File: src/hw/rtl/rth_pkg.sv
// Shared types and constants for the RGB to HSL pixel converter.
package rth_pkg;

    localparam int unsigned CHAN_W   = 8;
    localparam int unsigned HUE_W    = 9;
    localparam int unsigned PCT_W    = 7;
    localparam int unsigned DIV_QW   = 7;
    localparam int unsigned HDVD_W   = 14;
    localparam int unsigned SDVD_W   = 15;
    localparam int unsigned S_DATA_W = 24;
    localparam int unsigned M_DATA_W = 24;

    typedef enum logic [1:0] {
        SEL_RED   = 2'd0,
        SEL_GREEN = 2'd1,
        SEL_BLUE  = 2'd2
    } max_sel_t;

    typedef struct packed {
        logic [PCT_W-1:0] light;
        max_sel_t         sel;
        logic             neg;
    } hue_side_t;

    typedef struct packed {
        logic grey;
    } sat_side_t;

endpackage

File: src/hw/rtl/rth_div_pipe.sv
// Pipelined restoring divider, one quotient bit per stage, with a sideband bus.
module rth_div_pipe #(
    parameter int unsigned DW = 14,
    parameter int unsigned VW = 8,
    parameter int unsigned QW = 7,
    parameter int unsigned SW = 1
) (
    input  logic          aclk,
    input  logic          en,
    input  logic [DW-1:0] dividend,
    input  logic [VW-1:0] divisor,
    input  logic [SW-1:0] side_in,
    output logic [QW-1:0] quotient,
    output logic [DW-1:0] remainder,
    output logic [SW-1:0] side_out
);

    localparam int unsigned CW = DW + VW;

    logic [DW-1:0] rem_reg  [QW];
    logic [VW-1:0] dvs_reg  [QW];
    logic [QW-1:0] quo_reg  [QW];
    logic [SW-1:0] side_reg [QW];

    logic [DW-1:0] rem_next [QW];
    logic [QW-1:0] quo_next [QW];

    for (genvar k = 0; k < QW; k++) begin : g_stage
        localparam int unsigned SH = QW - 1 - k;
        logic [DW-1:0] rem_prev;
        logic [VW-1:0] dvs_prev;
        logic [QW-1:0] quo_prev;
        logic [SW-1:0] side_prev;
        logic [CW-1:0] trial;

        if (k == 0) begin : g_first
            assign rem_prev  = dividend;
            assign dvs_prev  = divisor;
            assign quo_prev  = '0;
            assign side_prev = side_in;
        end else begin : g_rest
            assign rem_prev  = rem_reg[k-1];
            assign dvs_prev  = dvs_reg[k-1];
            assign quo_prev  = quo_reg[k-1];
            assign side_prev = side_reg[k-1];
        end

        assign trial = CW'(dvs_prev) << SH;

        always_comb begin
            rem_next[k] = rem_prev;
            quo_next[k] = quo_prev;
            if (CW'(rem_prev) >= trial) begin
                rem_next[k]     = DW'(CW'(rem_prev) - trial);
                quo_next[k][SH] = 1'b1;
            end
        end

        always_ff @(posedge aclk) begin
            if (en) begin
                rem_reg[k]  <= rem_next[k];
                dvs_reg[k]  <= dvs_prev;
                quo_reg[k]  <= quo_next[k];
                side_reg[k] <= side_prev;
            end
        end
    end

    assign quotient  = quo_reg[QW-1];
    assign remainder = rem_reg[QW-1];
    assign side_out  = side_reg[QW-1];

endmodule

File: src/hw/rtl/rgb_to_hsl_pixel.sv
// Pipeline: 2 front stages, 7 divider stages and an output register from input to result.
// One pixel per cycle unless output stalls; both dividers pipelined, one quotient bit a stage.
// The whole pipeline advances together whenever the output register is empty or taken.
// Reset (aresetn low, synchronous) clears every valid bit; data registers are not reset.
module rgb_to_hsl_pixel (
    input  logic                          aclk,
    input  logic                          aresetn,
    input  logic                          s_tvalid,
    output logic                          s_tready,
    input  logic [rth_pkg::S_DATA_W-1:0]  s_tdata,   // red, green, blue
    output logic                          m_tvalid,
    input  logic                          m_tready,
    output logic [rth_pkg::M_DATA_W-1:0]  m_tdata    // hue, saturation, lightness, pad
);

    localparam int unsigned CW  = rth_pkg::CHAN_W;
    localparam int unsigned PW  = rth_pkg::PCT_W;
    localparam int unsigned HW  = rth_pkg::HUE_W;
    localparam int unsigned QW  = rth_pkg::DIV_QW;
    localparam int unsigned HDW = rth_pkg::HDVD_W;
    localparam int unsigned SDW = rth_pkg::SDVD_W;
    localparam int unsigned HSW = $bits(rth_pkg::hue_side_t);
    localparam int unsigned SSW = $bits(rth_pkg::sat_side_t);

    logic                         m_tvalid_reg;
    logic [rth_pkg::M_DATA_W-1:0] m_tdata_reg;

    logic en;
    assign en       = !m_tvalid_reg || m_tready;
    assign s_tready = en;

    // ---------------- stage A: max, min, difference ----------------
    logic [CW-1:0] red, green, blue;
    assign red   = s_tdata[CW-1:0];
    assign green = s_tdata[2*CW-1:CW];
    assign blue  = s_tdata[3*CW-1:2*CW];

    rth_pkg::max_sel_t sel_a;
    logic [CW-1:0]     mx_a, mn_a;
    logic [CW:0]       diff_a;

    always_comb begin
        if (blue >= red && blue >= green) begin
            sel_a  = rth_pkg::SEL_BLUE;
            mx_a   = blue;
            diff_a = {1'b0, red} - {1'b0, green};
        end else if (green >= red) begin
            sel_a  = rth_pkg::SEL_GREEN;
            mx_a   = green;
            diff_a = {1'b0, blue} - {1'b0, red};
        end else begin
            sel_a  = rth_pkg::SEL_RED;
            mx_a   = red;
            diff_a = {1'b0, green} - {1'b0, blue};
        end
        mn_a = red;
        if (green < mn_a) mn_a = green;
        if (blue < mn_a) mn_a = blue;
    end

    logic              a_valid_reg;
    logic [CW:0]       a_sum_reg;
    logic [CW-1:0]     a_d_reg;
    logic [CW-1:0]     a_abs_reg;
    logic              a_neg_reg;
    rth_pkg::max_sel_t a_sel_reg;

    always_ff @(posedge aclk) begin
        if (!aresetn) begin
            a_valid_reg <= 1'b0;
        end else if (en) begin
            a_valid_reg <= s_tvalid;
        end
    end

    always_ff @(posedge aclk) begin
        if (en) begin
            a_sum_reg <= {1'b0, mx_a} + {1'b0, mn_a};
            a_d_reg   <= mx_a - mn_a;
            a_neg_reg <= diff_a[CW];
            a_abs_reg <= diff_a[CW] ? CW'(-diff_a) : diff_a[CW-1:0];
            a_sel_reg <= sel_a;
        end
    end

    // ---------------- stage B: dividends, divisors, lightness estimate ----------------
    logic [SDW-1:0] lx_b;
    logic [22:0]    lprod_b;
    assign lx_b    = SDW'(a_sum_reg) * SDW'(50);
    assign lprod_b = 23'(lx_b) + (23'(lx_b) << 8);

    logic              b_valid_reg;
    logic [HDW-1:0]    b_hdvd_reg;
    logic [CW-1:0]     b_hdvs_reg;
    logic [SDW-1:0]    b_sdvd_reg;
    logic [CW-1:0]     b_sdvs_reg;
    logic [SDW-1:0]    b_lx_reg;
    logic [PW-1:0]     b_lq_reg;
    logic              b_neg_reg;
    logic              b_grey_reg;
    rth_pkg::max_sel_t b_sel_reg;

    always_ff @(posedge aclk) begin
        if (!aresetn) begin
            b_valid_reg <= 1'b0;
        end else if (en) begin
            b_valid_reg <= a_valid_reg;
        end
    end

    always_ff @(posedge aclk) begin
        if (en) begin
            b_hdvd_reg <= HDW'(a_abs_reg) * HDW'(60);
            b_hdvs_reg <= a_d_reg;
            b_sdvd_reg <= SDW'(a_d_reg) * SDW'(100);
            b_sdvs_reg <= (a_sum_reg < (CW+1)'(255)) ? a_sum_reg[CW-1:0]
                                                     : CW'((CW+1)'(510) - a_sum_reg);
            b_lx_reg   <= lx_b;
            b_lq_reg   <= lprod_b[22:16];
            b_neg_reg  <= a_neg_reg;
            b_grey_reg <= (a_d_reg == '0);
            b_sel_reg  <= a_sel_reg;
        end
    end

    // lightness correction: estimate is exact or one low
    logic [SDW-1:0] lrem_c;
    logic [PW-1:0]  light_c;
    assign lrem_c  = b_lx_reg - ((SDW'(b_lq_reg) << 8) - SDW'(b_lq_reg));
    assign light_c = (lrem_c >= SDW'(255)) ? b_lq_reg + PW'(1) : b_lq_reg;

    rth_pkg::hue_side_t hside_in, hside_out;
    rth_pkg::sat_side_t sside_in, sside_out;

    always_comb begin
        hside_in.light = light_c;
        hside_in.sel   = b_sel_reg;
        hside_in.neg   = b_neg_reg;
        sside_in.grey  = b_grey_reg;
    end

    // ---------------- divider stages ----------------
    logic [QW-1:0]  hq, sq;
    logic [HDW-1:0] hrem;
    logic [SDW-1:0] srem;

    rth_div_pipe #(.DW(HDW), .VW(CW), .QW(QW), .SW(HSW)) u_hue_div (
        .aclk      (aclk),
        .en        (en),
        .dividend  (b_hdvd_reg),
        .divisor   (b_hdvs_reg),
        .side_in   (hside_in),
        .quotient  (hq),
        .remainder (hrem),
        .side_out  (hside_out)
    );

    rth_div_pipe #(.DW(SDW), .VW(CW), .QW(QW), .SW(SSW)) u_sat_div (
        .aclk      (aclk),
        .en        (en),
        .dividend  (b_sdvd_reg),
        .divisor   (b_sdvs_reg),
        .side_in   (sside_in),
        .quotient  (sq),
        .remainder (srem),
        .side_out  (sside_out)
    );

    logic [QW-1:0] dv_valid_reg;

    always_ff @(posedge aclk) begin
        if (!aresetn) begin
            dv_valid_reg <= '0;
        end else if (en) begin
            dv_valid_reg <= {dv_valid_reg[QW-2:0], b_valid_reg};
        end
    end

    // ---------------- output stage ----------------
    logic [HW-1:0] q9, adj9, hue_next;
    logic [PW-1:0] sat_next;

    assign q9   = HW'(hq);
    assign adj9 = q9 + HW'(hrem != '0);

    always_comb begin
        unique case (hside_out.sel)
            rth_pkg::SEL_BLUE:  hue_next = hside_out.neg ? HW'(240) - adj9 : HW'(240) + q9;
            rth_pkg::SEL_GREEN: hue_next = hside_out.neg ? HW'(120) - adj9 : HW'(120) + q9;
            default: begin
                if (hside_out.neg && hq != '0) hue_next = HW'(360) - q9;
                else                           hue_next = q9;
            end
        endcase
        sat_next = sq;
        if (sside_out.grey) begin
            hue_next = '0;
            sat_next = '0;
        end
    end

    always_ff @(posedge aclk) begin
        if (!aresetn) begin
            m_tvalid_reg <= 1'b0;
        end else if (en) begin
            m_tvalid_reg <= dv_valid_reg[QW-1];
        end
    end

    always_ff @(posedge aclk) begin
        if (en) begin
            m_tdata_reg <= {1'b0, hside_out.light, sat_next, hue_next};
        end
    end

    assign m_tvalid = m_tvalid_reg;
    assign m_tdata  = m_tdata_reg;

endmodule

File: config.mk
export PLATFORM = sky130hd
export DESIGN_NAME = rgb_to_hsl_pixel
export DESIGN_NICKNAME = d
export VERILOG_FILES = /design/src/hw/rtl/rth_pkg.sv /design/src/hw/rtl/rth_div_pipe.sv /design/src/hw/rtl/rgb_to_hsl_pixel.sv
export SDC_FILE = /design/constraint.sdc
export NUM_CORES = 1
export LEC_CHECK = 0
export BUFFER_PORTS_ARGS = -buffer_cell sky130_fd_sc_hd__buf_2
export CAP_MARGIN = 5
export CELL_PAD_IN_SITES_DETAIL_PLACEMENT = 0
export CELL_PAD_IN_SITES_GLOBAL_PLACEMENT = 2
export CORE_MARGIN = 2
export CORE_UTILIZATION = 48
export CTS_CLUSTER_DIAMETER = 150
export DETAILED_ROUTE_END_ITERATION = 6
export PLACE_DENSITY = 0.93
export REMOVE_ABC_BUFFERS = 1
export SLEW_MARGIN = 20
export SYNTH_ARGS = -nofsm -noshare
export SYNTH_HDL_FRONTEND = slang
export SYNTH_HIERARCHICAL = 1
export SYNTH_SLANG_ARGS = --single-unit
File: constraint.sdc
create_clock -name aclk -period 36 [get_ports aclk]
set_clock_uncertainty 0.2 [all_clocks]
set_input_delay 1.8 -clock aclk [delete_from_list [all_inputs] [get_ports aclk]]
set_output_delay 1.8 -clock aclk [all_outputs]
set_load 0.05 [all_outputs]
==> metrics.yaml <==
status: "finished, final reports clean"
hpwl_um: 41400
cts-resized-gates: 0
overflow: 0
worstPathRequired_ns: 36.15
setup_slack_ns: 28.34
synthesis.area_um2: 30900
die_w_um: 258
grtUsageTotal_pct: 16.9
drc: 0
worstMarginPinSlew_ns: 1.04
first_global_vias: 19380
port_buffers: 52
dieArea_um2: 66400
largest_register_ffs: 98
critPathLaunch: "s_tdata[13]"
hold_viol: 0
slew_violations: 0
hp-class: "register to register"
top_layer: "met4"
finalCritPeriodShare_pct: 21.3
critPathKind: "input port to register"
fmax_ghz: 0.131
whs_ns: 0.198
holdPathStages: 0
die_h_um: 258
routedWlPerCell_um: 15.5
fin_crit_ns: 7.66
vias: 19212
max_slew_margin_pct: 30.3
dr_wl_met2_um: 27800
io_pins: 54
cts_hold_buffers: 0
drive_gt1_share_pct: 9.18
cts_buffer_depth: 3
post_cts_buffers: 0
cts_buffers: 57
diodes: 0
ant_nets: 0
cts_tree: "yes"
dr.pass1.iters: 5
place_ws_ns: 27.77
first_iter_violations: 957
clockRootBuffer: "clkbuf_16"
routed_wl_um: 55400
initial_core_util_pct: 48.8
via_per_inst: 5.37
setup_violations: 0
core_um2: 63300
critPathArrivalTime_ns: 7.81
reg2reg_depth: 19
start_kind: "input port"
synth_warnings: 6
cp_max_fo: 31
drv_cap: 0
clkTransAtPathRegs_ns: 0.06
grt_pass1_wl_um: 93400
antenna_found_initial: 0
rsz0062_at_grt: "false"
final_nets: 3037
area_delta_synth_final_pct: 10.7
worstSetupEndpointType: "register"
clock-sinks: 538
met1_length_um: 24000
hp-start: "u_hue_div/side_reg[3][4]$_DFFE_PP_"
grt_max_degree: 202
postSynthAreaPerCell_um2: 11.9
clk_latency_ns: 0.61
globalplace.congestion: 0.889
route.met3.wl_um: 1980
rr_startpoint: "a_sum_reg[2]$_DFFE_PP_"
cts_max_level: 2
fp-row-count: 92
tns_ns: 0
synthCells: 2601
num-fill-cells: 5341
per-layer routing:
| layer | global-route usage (%) | vias to the layer above |
|---|---|---|
| met2 | 30.2 | 345 |
| met5 | 0 | - |
| met1 | 20.9 | 9083 |
| li1 | - | 9674 |
| met3 | 2.18 | 110 |
| met4 | 5.99 | 0 |
per-stage QoR:
stage                     utilization (%)  area, µm²  std cells
after floorplan                         -      30700       2566
after global routing                 54.0      34200       3579
after detailed placement             50.6      32100       3471
final                                54.0      34200       3579
after global placement               50.6      32100       3471
after CTS                            54.0      34200       3579
cell type report:
| type | instances | area [µm²] | area share [%] |
|---|---|---|---|
| clock buffer | 63 | 1490 | 4.36 |
| timing repair buffer | 59 | 329 | 0.962 |
| inverter | 289 | 1090 | 3.19 |
| tap | 846 | 1060 | 3.10 |
| sequential | 538 | 16100 | 47.0 |
| multi-input combinational | 1739 | 13500 | 39.5 |
| clock inverter | 45 | 644 | 1.88 |
cell usage in the layout (no fill, tap or decap), types with 11 or more instances in the layout:
cell type    n
edfxtp_1   528
ha_1       286
inv_1      284
nand2_1    154
nor2_1     147
a21oi_1    139
o21ai_0    133
xnor2_1    103
xor2_1      66
clkbuf_16   59
nor3_1      53
buf_2       52
nor2b_1     39
fa_1        39
o21a_1      38
mux2_2      37
nand2b_1    35
mux2i_1     35
a21o_1      34
a211oi_1    34
nand3_1     29
o21bai_1    27
o31ai_1     25
nor4_1      21
nand4_1     20
a21boi_0    18
a31oi_1     16
bufinv_16   16
o31a_1      13
or3_1       11
clkinv_1    11
worst paths after layout:
| path | slack, ns | to |
|---|---|---|
| worst max-delay path | 28.34 | a_sum_reg[8]$_DFFE_PP_ |
| worst min-delay path | 0.20 | u_hue_div/side_reg[4][4]$_DFFE_PP_ |
| worst max register to register | 30.66 | b_lq_reg[6]$_DFFE_PP_ |
| worst min register to register | 0.20 | u_hue_div/side_reg[4][4]$_DFFE_PP_ |
worst max-delay path, cell delays in order:
cell	delay, ns
buf_2	0.12
inv_1	0.06
ha_1	0.39
nand4_1	0.19
nand2b_1	0.21
a21o_2	0.23
nand2_2	0.63
mux2i_1	0.40
ha_1	0.31
a21o_1	0.16
a21o_1	0.17
a221oi_1	0.32
nand2_1	0.11
a21oi_2	0.64
mux2_2	0.43
ha_1	0.22
fa_1	0.42
a21oi_1	0.18
nor2_1	0.06
nor2_1	0.15
o21bai_1	0.09
a21oi_1	0.22
nor2b_1	0.07
o21ai_0	0.15
nand2b_1	0.07
Power is not shown: default switching activity piles up to over one toggle a cycle in this logic, so the estimate is an artifact.
